===== src/hdl/amf_pkg.sv =====
`timescale 1ns / 1ps
// ----------------------------------------------------------------------------
// amf_pkg: shared types and tables of the ASCII to Morse symbol encoder
// Beat structs of both channels, the work descriptor handed from the front
// to the back end, symbol codes and the decoded letter table.
// ----------------------------------------------------------------------------
package amf_pkg;

    // Default saturation limit of the pending blank counter.
    localparam int MAX_PENDING_BLANKS_DEF = 255;

    // Depth of the descriptor queue between front and back end.
    localparam int QUEUE_DEPTH = 4;

    // Output symbol codes.
    typedef enum logic [1:0] {
        SYM_DOT     = 2'd0,
        SYM_DASH    = 2'd1,
        SYM_SPACE   = 2'd2,
        SYM_NEWLINE = 2'd3
    } symbol_t;

    // ASCII values the front end looks for.
    localparam logic [7:0] CH_SPACE = 8'h20;
    localparam logic [7:0] CH_TAB   = 8'h09;
    localparam logic [7:0] CH_CR    = 8'h0D;
    localparam logic [7:0] CH_LF    = 8'h0A;
    localparam logic [7:0] CH_LOW_A = 8'h61;
    localparam logic [7:0] CH_LOW_Z = 8'h7A;
    localparam logic [7:0] CASE_BIT = 8'h20;

    // One input beat.
    typedef struct packed {
        logic [7:0] char_code;
        logic       end_of_write;
    } char_beat_t;

    // One output beat.
    typedef struct packed {
        symbol_t    symbol;
        logic [8:0] repeat_count;
        logic       last_of_run;
    } sym_beat_t;

    // Everything one input beat asks the back end to emit, in order:
    // an optional space run, up to four elements, an optional newline.
    typedef struct packed {
        logic       space_en;
        logic [8:0] space_cnt;
        logic [2:0] elem_cnt;
        logic [3:0] elem_dash;   // bit 0 is the first element, 1 means dash
        logic       nl_en;
    } job_t;

    // Letter table, index 0 is 'a'. Each entry is {length, dash mask}.
    // It is the decoded form of the bit-timed code ROM (0xB800 for 'a',
    // 0xEA80 for 'b', ... 0xBBB8 for 'j', ... 0xEEA0 for 'z').
    localparam logic [6:0] LETTER_TAB [32] = '{
        {3'd2, 4'b0010}, {3'd4, 4'b0001}, {3'd4, 4'b0101}, {3'd3, 4'b0001},
        {3'd1, 4'b0000}, {3'd4, 4'b0100}, {3'd3, 4'b0011}, {3'd4, 4'b0000},
        {3'd2, 4'b0000}, {3'd4, 4'b1110}, {3'd3, 4'b0101}, {3'd4, 4'b0010},
        {3'd2, 4'b0011}, {3'd2, 4'b0001}, {3'd3, 4'b0111}, {3'd4, 4'b0110},
        {3'd4, 4'b1011}, {3'd3, 4'b0010}, {3'd3, 4'b0000}, {3'd1, 4'b0001},
        {3'd3, 4'b0100}, {3'd4, 4'b1000}, {3'd3, 4'b0110}, {3'd4, 4'b1001},
        {3'd4, 4'b1101}, {3'd4, 4'b0011}, 7'd0,            7'd0,
        7'd0,            7'd0,            7'd0,            7'd0
    };

endpackage


===== src/hdl/amf_front.sv =====
`timescale 1ns / 1ps
// ----------------------------------------------------------------------------
// amf_front: character classifier
// Takes one character beat per cycle while the queue has room, tracks the
// write's whitespace state and pushes a work descriptor when output is due.
// ----------------------------------------------------------------------------
module amf_front
    import amf_pkg::*;
#(
    parameter int MAX_PENDING_BLANKS = MAX_PENDING_BLANKS_DEF
)
(
    input  logic       clk,
    input  logic       rst_n,
    input  logic       char_valid,
    output logic       char_ready,
    input  char_beat_t char_beat,
    input  logic       q_full,
    output logic       push,
    output job_t       push_job
);

    localparam logic [7:0] BLANK_LIMIT = 8'(MAX_PENDING_BLANKS);

    logic       seen_text_reg, seen_text_next;
    logic       gap_reg, gap_next;
    logic [7:0] blanks_reg, blanks_next;

    logic       accept;
    logic       is_ws;
    logic       alpha_hit;
    logic [7:0] lower;
    logic [7:0] letter_off;
    logic [6:0] letter_ent;
    logic [8:0] run;

    assign char_ready = !q_full;
    assign accept     = char_valid && char_ready;

    // Character classification.
    assign is_ws = (char_beat.char_code == CH_SPACE) || (char_beat.char_code == CH_TAB)
                || (char_beat.char_code == CH_CR)    || (char_beat.char_code == CH_LF);
    assign lower      = char_beat.char_code | CASE_BIT;
    assign alpha_hit  = (lower >= CH_LOW_A) && (lower <= CH_LOW_Z);
    assign letter_off = lower - CH_LOW_A;
    assign letter_ent = LETTER_TAB[letter_off[4:0]];
    assign run        = 9'(gap_reg) + {blanks_reg, 1'b0};

    // State update and descriptor build.
    always_comb
    begin
        seen_text_next = seen_text_reg;
        gap_next       = gap_reg;
        blanks_next    = blanks_reg;
        push_job       = '0;
        push           = 1'b0;
        if (accept)
        begin
            if (is_ws)
            begin
                if (seen_text_reg && (char_beat.char_code == CH_SPACE)
                    && (blanks_reg < BLANK_LIMIT))
                begin
                    blanks_next = blanks_reg + 8'd1;
                end
            end
            else
            begin
                push_job.space_en  = seen_text_reg && (run != 9'd0);
                push_job.space_cnt = run;
                gap_next       = alpha_hit;
                blanks_next    = 8'd0;
                seen_text_next = 1'b1;
                if (alpha_hit)
                begin
                    push_job.elem_cnt  = letter_ent[6:4];
                    push_job.elem_dash = letter_ent[3:0];
                end
            end
            if (char_beat.end_of_write)
            begin
                push_job.nl_en = seen_text_next;
                seen_text_next = 1'b0;
                gap_next       = 1'b0;
                blanks_next    = 8'd0;
            end
            push = push_job.space_en || (push_job.elem_cnt != 3'd0) || push_job.nl_en;
        end
    end

    always_ff @(posedge clk or negedge rst_n)
    begin
        if (!rst_n)
        begin
            seen_text_reg <= 1'b0;
            gap_reg       <= 1'b0;
            blanks_reg    <= 8'd0;
        end
        else
        begin
            seen_text_reg <= seen_text_next;
            gap_reg       <= gap_next;
            blanks_reg    <= blanks_next;
        end
    end

endmodule


===== src/hdl/amf_queue.sv =====
`timescale 1ns / 1ps
// ----------------------------------------------------------------------------
// amf_queue: descriptor queue
// Small first-in first-out buffer of work descriptors between the front and
// the back end.
// ----------------------------------------------------------------------------
module amf_queue
    import amf_pkg::*;
(
    input  logic clk,
    input  logic rst_n,
    input  logic push,
    input  job_t push_job,
    input  logic pop,
    output job_t head,
    output logic empty,
    output logic full
);

    localparam int PTR_W = $clog2(QUEUE_DEPTH);
    localparam int CNT_W = $clog2(QUEUE_DEPTH + 1);

    job_t             mem [QUEUE_DEPTH];
    logic [PTR_W-1:0] wr_ptr_reg, wr_ptr_next;
    logic [PTR_W-1:0] rd_ptr_reg, rd_ptr_next;
    logic [CNT_W-1:0] count_reg, count_next;

    assign empty = (count_reg == CNT_W'(0));
    assign full  = (count_reg == CNT_W'(QUEUE_DEPTH));
    assign head  = mem[rd_ptr_reg];

    // Pointer and fill count update.
    always_comb
    begin
        wr_ptr_next = wr_ptr_reg;
        rd_ptr_next = rd_ptr_reg;
        count_next  = count_reg;
        if (push)
        begin
            wr_ptr_next = (wr_ptr_reg == PTR_W'(QUEUE_DEPTH - 1)) ? '0 : wr_ptr_reg + 1'b1;
        end
        if (pop)
        begin
            rd_ptr_next = (rd_ptr_reg == PTR_W'(QUEUE_DEPTH - 1)) ? '0 : rd_ptr_reg + 1'b1;
        end
        if (push && !pop)
        begin
            count_next = count_reg + 1'b1;
        end
        else if (pop && !push)
        begin
            count_next = count_reg - 1'b1;
        end
    end

    always_ff @(posedge clk or negedge rst_n)
    begin
        if (!rst_n)
        begin
            wr_ptr_reg <= '0;
            rd_ptr_reg <= '0;
            count_reg  <= '0;
        end
        else
        begin
            wr_ptr_reg <= wr_ptr_next;
            rd_ptr_reg <= rd_ptr_next;
            count_reg  <= count_next;
        end
    end

    // Storage.
    always_ff @(posedge clk)
    begin
        if (push)
        begin
            mem[wr_ptr_reg] <= push_job;
        end
    end

endmodule


===== src/hdl/amf_back.sv =====
`timescale 1ns / 1ps
// ----------------------------------------------------------------------------
// amf_back: symbol emitter
// Walks through one work descriptor at a time and emits one symbol beat per
// cycle, while the receiver does not stall, into a registered output stage.
// ----------------------------------------------------------------------------
module amf_back
    import amf_pkg::*;
(
    input  logic      clk,
    input  logic      rst_n,
    input  job_t      head,
    input  logic      q_empty,
    output logic      pop,
    output logic      sym_valid,
    input  logic      sym_ready,
    output sym_beat_t sym_beat
);

    logic      active_reg, active_next;
    job_t      job_reg, job_next;
    logic      valid_reg, valid_next;
    sym_beat_t beat_reg, beat_next;

    job_t      work;
    job_t      rem;
    logic      have;
    logic      load;
    logic      rem_empty;

    assign sym_valid = valid_reg;
    assign sym_beat  = beat_reg;

    // Work from the partly emitted descriptor, or straight from the queue head.
    assign work = active_reg ? job_reg : head;
    assign have = active_reg || !q_empty;
    assign load = have && (!valid_reg || sym_ready);
    assign pop  = load && !active_reg;

    // Pick the next symbol in order: space run, elements, newline.
    always_comb
    begin
        rem                    = work;
        beat_next              = beat_reg;
        beat_next.repeat_count = 9'd1;
        if (work.space_en)
        begin
            beat_next.symbol       = SYM_SPACE;
            beat_next.repeat_count = work.space_cnt;
            rem.space_en           = 1'b0;
        end
        else if (work.elem_cnt != 3'd0)
        begin
            beat_next.symbol = work.elem_dash[0] ? SYM_DASH : SYM_DOT;
            rem.elem_dash    = work.elem_dash >> 1;
            rem.elem_cnt     = work.elem_cnt - 3'd1;
        end
        else
        begin
            beat_next.symbol = SYM_NEWLINE;
            rem.nl_en        = 1'b0;
        end
        rem_empty             = !rem.space_en && (rem.elem_cnt == 3'd0) && !rem.nl_en;
        beat_next.last_of_run = rem_empty;
    end

    // Control of the emitter and output stage.
    always_comb
    begin
        active_next = active_reg;
        valid_next  = valid_reg;
        job_next    = job_reg;
        if (sym_ready)
        begin
            valid_next = 1'b0;
        end
        if (load)
        begin
            valid_next  = 1'b1;
            job_next    = rem;
            active_next = !rem_empty;
        end
    end

    always_ff @(posedge clk or negedge rst_n)
    begin
        if (!rst_n)
        begin
            active_reg <= 1'b0;
            valid_reg  <= 1'b0;
        end
        else
        begin
            active_reg <= active_next;
            valid_reg  <= valid_next;
        end
    end

    always_ff @(posedge clk)
    begin
        job_reg <= job_next;
        if (load)
        begin
            beat_reg <= beat_next;
        end
    end

endmodule


===== src/hdl/ascii_to_morse_symbols.sv =====
`timescale 1ns / 1ps
// ----------------------------------------------------------------------------
// ascii_to_morse_symbols: ASCII text to Morse symbol encoder
// Turns the bytes of a text write into dot, dash, space-run and newline
// symbols, stripping leading and trailing whitespace.
// ----------------------------------------------------------------------------
// Usage:
//   The char channel takes one ASCII byte per beat with end_of_write set on
//   the last byte of a write. The sym channel returns symbol beats; a space
//   beat carries its run length in repeat_count, and last_of_run marks the
//   final beat caused by one input byte. Bytes that cause nothing (whitespace
//   not ending a write, non-letters with no space run pending) give no output beat.
//   Path: when a byte's beat is taken, the classifier writes its descriptor
//   into the queue; the emitter then loads the first symbol of the byte into
//   the output register.
//   Throughput: one symbol per cycle while the receiver is ready; a byte gives
//   one to six symbols, and a letter with four elements and a space run before
//   it gives five. The front end takes a byte every cycle while the four-entry
//   descriptor queue has room, so bytes that cause nothing pass at full rate.
//   Reset clears the whitespace state, the queue and the output stage.
//   When the receiver stalls, the output beat holds, the emitter stops, the
//   queue fills and char_ready then drops until room frees up.
// ----------------------------------------------------------------------------
module ascii_to_morse_symbols
    import amf_pkg::*;
#(
    parameter int MAX_PENDING_BLANKS = MAX_PENDING_BLANKS_DEF
)
(
    input  logic       clk,
    input  logic       rst_n,
    input  logic       char_valid,
    output logic       char_ready,
    input  char_beat_t char_beat,
    output logic       sym_valid,
    input  logic       sym_ready,
    output sym_beat_t  sym_beat
);

    logic push;
    job_t push_job;
    logic pop;
    job_t head;
    logic q_empty;
    logic q_full;

    amf_front #(
        .MAX_PENDING_BLANKS(MAX_PENDING_BLANKS)
    ) u_front (
        .clk       (clk),
        .rst_n     (rst_n),
        .char_valid(char_valid),
        .char_ready(char_ready),
        .char_beat (char_beat),
        .q_full    (q_full),
        .push      (push),
        .push_job  (push_job)
    );

    amf_queue u_queue (
        .clk     (clk),
        .rst_n   (rst_n),
        .push    (push),
        .push_job(push_job),
        .pop     (pop),
        .head    (head),
        .empty   (q_empty),
        .full    (q_full)
    );

    amf_back u_back (
        .clk      (clk),
        .rst_n    (rst_n),
        .head     (head),
        .q_empty  (q_empty),
        .pop      (pop),
        .sym_valid(sym_valid),
        .sym_ready(sym_ready),
        .sym_beat (sym_beat)
    );

endmodule

===== config.mk =====
export PLATFORM = sky130hd
export DESIGN_NAME = ascii_to_morse_symbols
export DESIGN_NICKNAME = d
export VERILOG_FILES = /design/src/hdl/amf_pkg.sv /design/src/hdl/amf_front.sv /design/src/hdl/amf_queue.sv /design/src/hdl/amf_back.sv /design/src/hdl/ascii_to_morse_symbols.sv
export SDC_FILE = /design/constraint.sdc
export NUM_CORES = 1
export LEC_CHECK = 0
export ABC_CLOCK_PERIOD_IN_PS = 5980
export BUFFER_PORTS_ARGS = -buffer_cell sky130_fd_sc_hd__clkbuf_2
export CAP_MARGIN = 0
export CORE_MARGIN = 8
export CORE_UTILIZATION = 40
export CTS_CLUSTER_SIZE = 25
export DETAILED_ROUTE_END_ITERATION = 12
export PLACE_DENSITY = 0.58
export SLEW_MARGIN = 10
export SYNTH_ARGS = -nofsm -noshare
export SYNTH_HDL_FRONTEND = slang
export SYNTH_SLANG_ARGS = --single-unit

===== constraint.sdc =====
create_clock -name clk -period 5.98 [get_ports clk]
set_input_delay 1.196 -clock clk [delete_from_list [all_inputs] [get_ports clk]]
set_output_delay 1.196 -clock clk [all_outputs]
set_load 0.02 [all_outputs]

==> impl_results.md, run 1 <==
- Setup TNS: 0 ps
- CTS clk-pin slew, worst paths: around 50 ps
- Commonest cells post-synth: edfxtp_1, nand2_1, nor2_1, a21oi_1
- FF-to-FF path depth: 9
- Vias in the first global route: 3564
- Initial Util: about two fifths
- Post-Place Cells: 617
- Share of layout cells above drive strength 1: 20.9%
- FFs w/ async S/R, synth: 16.5%
- Reg-to-Reg End: u_queue.count_reg[1]
- Layout Area Growth over Synthesis: 16.0%
- RSZ-0062 raised after global routing: false
- DR WL/cell: 17.4 µm
- Status: finished clean
- Overflow after GRT: 0
- Worst-Margin Slew: just over 900 ps
- Max reg flops: 72
- CTS tree: built
- Post-cts hold buffer count: 0
- Non-filler cells, final: roughly 650
- Number of buffers created by CTS: 17
- Global-route wire length before repair: 18700 µm
- Post-synth top area share: between 50% and 60%
- Initial drt markers: approximately 260
- Arr. time, crit path: 4930 ps
- Clock latency on the worst-skew pair: ~400 ps
- Register area: ~3400 µm²
- Drt pass-1 iters: 7
- Final min period: between 4000 and 5000 ps
- Pin count of the biggest net entering global routing: 25
- Initial antenna violation count: 0
- GRT Overall Usage: between 10% and 20%
- Worst path slowest cell: or4_1
- Post CTS Setup Buffer Count: 0
- Cell Pwr Density: 469 nW/µm²
- Sequential fraction of the synthesis area: roughly three fifths
- Post-Syn Area: ~5700 µm²
- Yosys cell types: 65
- Post-CTS sizing: 0
- Floorplan row count: 43
- Layout Nets: slightly below 500
- Routed vias: roughly 3500
- Crit. Startpoint: char_beat[1]
- Routed WL: between 10000 and 15000 µm
- Worst vdd ir: roughly 0.26 mV
- WHS Path Cells: 1
- Crit. End Element: flop
- Yosys reg bits: around 120
- Residual DRC: 0
- Core ar.: approximately 14000 µm²
- Worst path max stage delay: 630 ps
- Most frequent cell after synthesis: edfxtp_1
- Number of flops mapped to enable cells by yosys: between 90 and 100
- FMAX: 0.215 GHz
- Top cells by area, synth: edfxtp_1, dfrtp_1, mux4_2
- Fin crit share: slightly below 80%
- Cells after Synth: approximately 430
- Slew margin rel.: 37.6%
- Cell Chain, Critical Path: clkbuf_2, inv_1, ha_1, or3b_4, xnor2_2, o311ai_0, and3_1, or4_1, ha_1, inv_1, fa_1, mux2_2
- Main synth FF type: edfxtp_1
- # fillers: ~1300
- Design Area, Final: roughly 6600 µm²
- Hold path endpoint: u_front.seen_text_reg
- Max-slew violations: 0
- H-Tree Level Count: 4
- Setup violations, final: 0
- Final hold vios: 0
- Worst Skew: ~9.4 ps
- CP Launch Type: input port
- Clock sinks: around 120
- GP Congestion: just under 0.8
- Leak: 2.50 nW
- Routed Antenna Nets: 0
- Post-synth top area cell: edfxtp_1
- I/O Pins: 27
- Kind of critical path: in -> reg
- Die area: about 18000 µm²
- Port-buffer cells: 26
- N_diodes: 0
- RR Startpoint: u_queue.count_reg[0]
- Critical Path RT: 6260 ps
- Placed cell areas: ~5900 µm²
- Avg Cell Area, Syn: between 10 and 15 µm²
- Max-cap check violation count: 0
- Syn_nets: 460
- Multi-input combinational cell area: about 2100 µm²
- Critical path fanouts, max: 20
- Synth warnings: 0
- Chip width: 135 µm
- FF-to-FF setup slack: ~2500 ps
- DP HPWL: about 7700 µm
- DIE HEIGHT: 135 µm
- Power consumption: between 3 and 4 mW
- CTS root buffer: clkbuf_16
- CTS max path bufs: 2
- Hold_sp: u_front.seen_text_reg
- Hold Crit Class: reg -> reg
- Via density: 5.35
- Hold slack: slightly above 500 ps
[report_power, final]
part | switching (mW) | internal, mW | total [mW] | leakage (nW)
Sequential | 0.0690 | 1.10 | 1.17 | 1.17
Combinational | 0.495 | 0.355 | 0.851 | 1.02
Clock | 0.365 | 0.700 | 1.06 | 0.305
Total | 0.929 | 2.16 | 3.09 | 2.50
[metrics by stage]
stage	setup slack, ps	utilization, %
2_1_floorplan	1420	-
3_5_place_dp	922	42.9
3_3_place_gp	1040	42.9
4_1_cts	1330	47.4
6_report	1330	47.4
5_1_grt	1090	47.4
[cells by family after synthesis]
group | share of synthesized area, %
AND/OR/NAND/NOR | 12.2
flip-flops | 59.2
AO/OA/AOI/OAI | 8.49
buffers and inverters | 3.11
multiplexers | 10.9
adder cells (fa/ha/maj) | 4.10
XOR/XNOR | 1.99
[how the worst max path moves through the flow]
stage	end	slack, ps	cells past startpoint
final	u_queue.count_reg[1]	1330	12
after global routing	u_queue.mem[1][12]	1090	10
after CTS	u_queue.count_reg[1]	1330	12
after detailed placement	u_queue.count_reg[1]	920	12
after global placement	u_queue.count_reg[1]	1040	12
after floorplan	u_queue.count_reg[1]	1420	15
[critical path: cells and delay by family]
| family | cells | cell delay, ps |
|---|---|---|
| and+or+nand+nor | 3 | 1330 |
| adders and majority gates | 3 | 900 |
| xor gates and xnor gates | 1 | 410 |
| AOI/OAI and AO/OA | 1 | 220 |
| muxes | 1 | 270 |
| buffers and inverters | 3 | 590 |
[final cells by class]
| class | count | share of cell area, % |
|---|---|---|
| Multi-Input combinational cell | 273 | 32.5 |
| Tap cell | 180 | 3.42 |
| Timing Repair Buffer | 29 | 2.32 |
| Clock inverter | 15 | 3.14 |
| Clock buffer | 17 | 6.46 |
| Inverter | 20 | 1.14 |
| Sequential cell | 115 | 51.0 |
[metal layers]
layer / up-vias / GRT usage, % / share of wire (%)
met2: 68 / 20.5 / 47
met5: - / 0 / 0
li1: 1674 / - / -
met3: 6 / 4.16 / 3.9
met1: 1722 / 17.3 / 48
met4: 0 / 4.13 / 0.79
[cell usage in the layout, fill, tap and decap left out, drive strengths merged, types with 14 or more instances in the layout]
cell type  synthesis  final
edfxtp            96     96
clkbuf            12     43
nand2             35     35
nor2              26     26
a21oi             23     23
inv               19     21
dfrtp             19     19
mux4              18     18
ha                17     17
mux2i             14     14
o21ai             14     14
No activity file was read; power rests on OpenSTA's default activity.
==> run 2: changes to the inputs <==
--- a/config.mk
+++ b/config.mk
@@ -5,14 +5,14 @@
 export SDC_FILE = /design/constraint.sdc
 export NUM_CORES = 1
 export LEC_CHECK = 0
-export ABC_CLOCK_PERIOD_IN_PS = 5980
+export ABC_CLOCK_PERIOD_IN_PS = 4100
 export BUFFER_PORTS_ARGS = -buffer_cell sky130_fd_sc_hd__clkbuf_2
 export CAP_MARGIN = 0
 export CORE_MARGIN = 8
 export CORE_UTILIZATION = 40
 export CTS_CLUSTER_SIZE = 25
 export DETAILED_ROUTE_END_ITERATION = 12
-export PLACE_DENSITY = 0.58
+export PLACE_DENSITY = 0.6
 export SLEW_MARGIN = 10
 export SYNTH_ARGS = -nofsm -noshare
 export SYNTH_HDL_FRONTEND = slang
==> constraint.sdc (replaced) <==
create_clock -name clk -period 4.1 [get_ports clk]
set_input_delay 0.82 -clock clk [delete_from_list [all_inputs] [get_ports clk]]
set_output_delay 0.82 -clock clk [all_outputs]
set_load 0.02 [all_outputs]
==> run 2 against run 1 <==
Register-to-register slack worse by 1700 ps. Critical path depth stayed put. Count of clock-buffer cells in the layout is 8 higher. Sequential power is 48% higher. Core utilization is 0.78 points higher.
==> impl_results.md, run 2 (synthesis gave the netlist of run 1 again) <==
- CTS clk-pin slew, worst paths: 50 ps (about the same)
- Routed vias: 3578 (+3.1%)
- FMAX: ~0.27 GHz
- Post-cts hold buffer count: 0 (unchanged)
- Setup violations, final: 0 (unchanged)
- Residual DRC: 0 (unchanged)
- Critical path fanouts, max: 6 (-70%)
- Die area: 18200 µm² (unchanged)
- Final min period: approximately 3700 ps
- Placed cell areas: 6140 µm² (+3.3%)
- Share of layout cells above drive strength 1: 24.4% (+3.5 points)
- Kind of critical path: in -> reg
- Max-slew violations: 0 (unchanged)
- Worst-Margin Slew: 994 ps (+58.7 ps)
- Global-route wire length before repair: 19100 µm (+1.8%)
- Fin crit share: 90.0%
- Initial antenna violation count: 0 (unchanged)
- Vias in the first global route: 3580 (+0.45%)
- Arr. time, crit path: 3970 ps (-960 ps)
- DR WL/cell: 17.4 µm (about the same)
- Initial Util: 40.9% (unchanged)
- N_diodes: 0 (unchanged)
- Drt pass-1 iters: 4 (-3)
- Via density: 5.30 (-0.86%)
- FF-to-FF path depth: 9 (unchanged)
- Port-buffer cells: 26 (unchanged)
- Overflow after GRT: 0 (unchanged)
- Commonest non-fill, non-tap cell in the layout: edfxtp_1
- CTS tree: built
- Post-CTS sizing: 0 (unchanged)
- Core ar.: 13900 µm² (unchanged)
- Layout Nets: 513 (+5.3%)
- # fillers: 1260 (-0.24%)
- Routed Antenna Nets: 0 (unchanged)
- Clock sinks: 115 (unchanged)
- Critical Path RT: 4380 ps (-1880 ps)
- Initial drt markers: 286 (+9.2%)
- Hold Crit Class: in -> async
- Status: finished clean
- Pin count of the biggest net entering global routing: 25 (unchanged)
- Worst vdd ir: 0.297 mV (+16%)
- Most frequent cells in the layout: edfxtp_1, nand2_1, buf_4
- Routed WL: 11700 µm (+3.9%)
- Max reg flops: 72 (unchanged)
- CTS max path bufs: 2 (unchanged)
- Crit. End Element: flop
- GRT Overall Usage: 13.6% (+0.33 points)
- H-Tree Level Count: 4 (unchanged)
- GP Congestion: 0.892 (+14%)
- Slew margin rel.: 33.7% (-4.0 points)
- Cell Pwr Density: 649 nW/µm² (+38%)
- CTS root buffer: clkbuf_16
- Design Area, Final: 6690 µm² (+1.6%)
- Power consumption: 4.34 mW (+41%)
- Layout Area Growth over Synthesis: 17.9%
- Worst Skew: 23.0 ps (+13.5 ps)
- Final core utilization: 48.2% (+0.78 points)
- Final hold vios: 0 (unchanged)
- I/O Pins: 27 (unchanged)
- Chip width: 135 µm (unchanged)
- DP HPWL: 8080 µm (+4.6%)
- Setup slack at placement: -15.4 ps (-938 ps)
- DIE HEIGHT: 135 µm (unchanged)
- Leak: 2.60 nW (+4.0%)
- CP Launch Type: input port
- Floorplan row count: 43 (unchanged)
- Final WS setup: 412 ps (-920 ps)
- RSZ-0062 raised after global routing: false
- Clock latency on the worst-skew pair: 410 ps (about the same)
- Number of buffers created by CTS: 17 (unchanged)
- Max-cap check violation count: 0 (unchanged)
- Post CTS Setup Buffer Count: 0 (unchanged)
## run 2: layout make-up
type | count | area [µm²] | share of cell area, %
flip-flops and latches | 115 | 3360 | 50.2
multi-input cells | 273 | 2140 | 32.0
clock buffers | 25 | 485 | 7.26
repair buffers | 55 | 348 | 5.20
well taps | 180 | 225 | 3.37
inverters | 20 | 75.1 | 1.12
clock inverters | 7 | 58.8 | 0.879
## run 2: power by group
part           total [mW]  internal (mW)  switching, mW
clock                1.34          0.872          0.472
sequential           1.73           1.60          0.129
combinational        1.27          0.561          0.704
## run 2: path summary, 6_finish.rpt
kind	start	slack [ps]	end
min	rst_n	390	u_queue.wr_ptr_reg[1]
min reg2reg	u_queue.count_reg[2]	510	u_queue.count_reg[2]
max in group asynchronous	rst_n	3350	u_back.sym_valid
max	char_beat[1]	410	u_queue.count_reg[1]
min in group clk	u_queue.count_reg[2]	510	u_queue.count_reg[2]
max reg2reg	u_queue.count_reg[0]	830	u_queue.count_reg[1]
## run 2: per-stage QoR
| stage | instances | hold WS, ps | TNS, ps |
|---|---|---|---|
| 6_report | 675 | 388 | 0 |
| 4_1_cts | 675 | 379 | 0 |
| 5_1_grt | 675 | 410 | 0 |
| 2_1_floorplan | 429 | 457 | 0 |
| 3_3_place_gp | 643 | 478 | 0 |
| 3_5_place_dp | 643 | 482 | -15.4 |
## run 2: routing by layer
metal  GRT usage, %  up-vias  part of all wire (%)  wire length [µm]
li1               -     1726                     -                 -
met1           17.8     1771                    48              5600
met2           20.6       75                    48              5570
met3           4.16        6                   4.0               465
met4           5.06        0                  0.73                85
met5              0        -                     0                 0
## run 2: critical path: stages
cell and delay [ps]:
clkbuf_2 90, inv_2 110, ha_1 270, or3b_4 440
xnor2_2 260, o311ai_0 200, and3_1 280, or4_1 520
ha_1 250, inv_1 70, fa_1 400, mux2_2 260
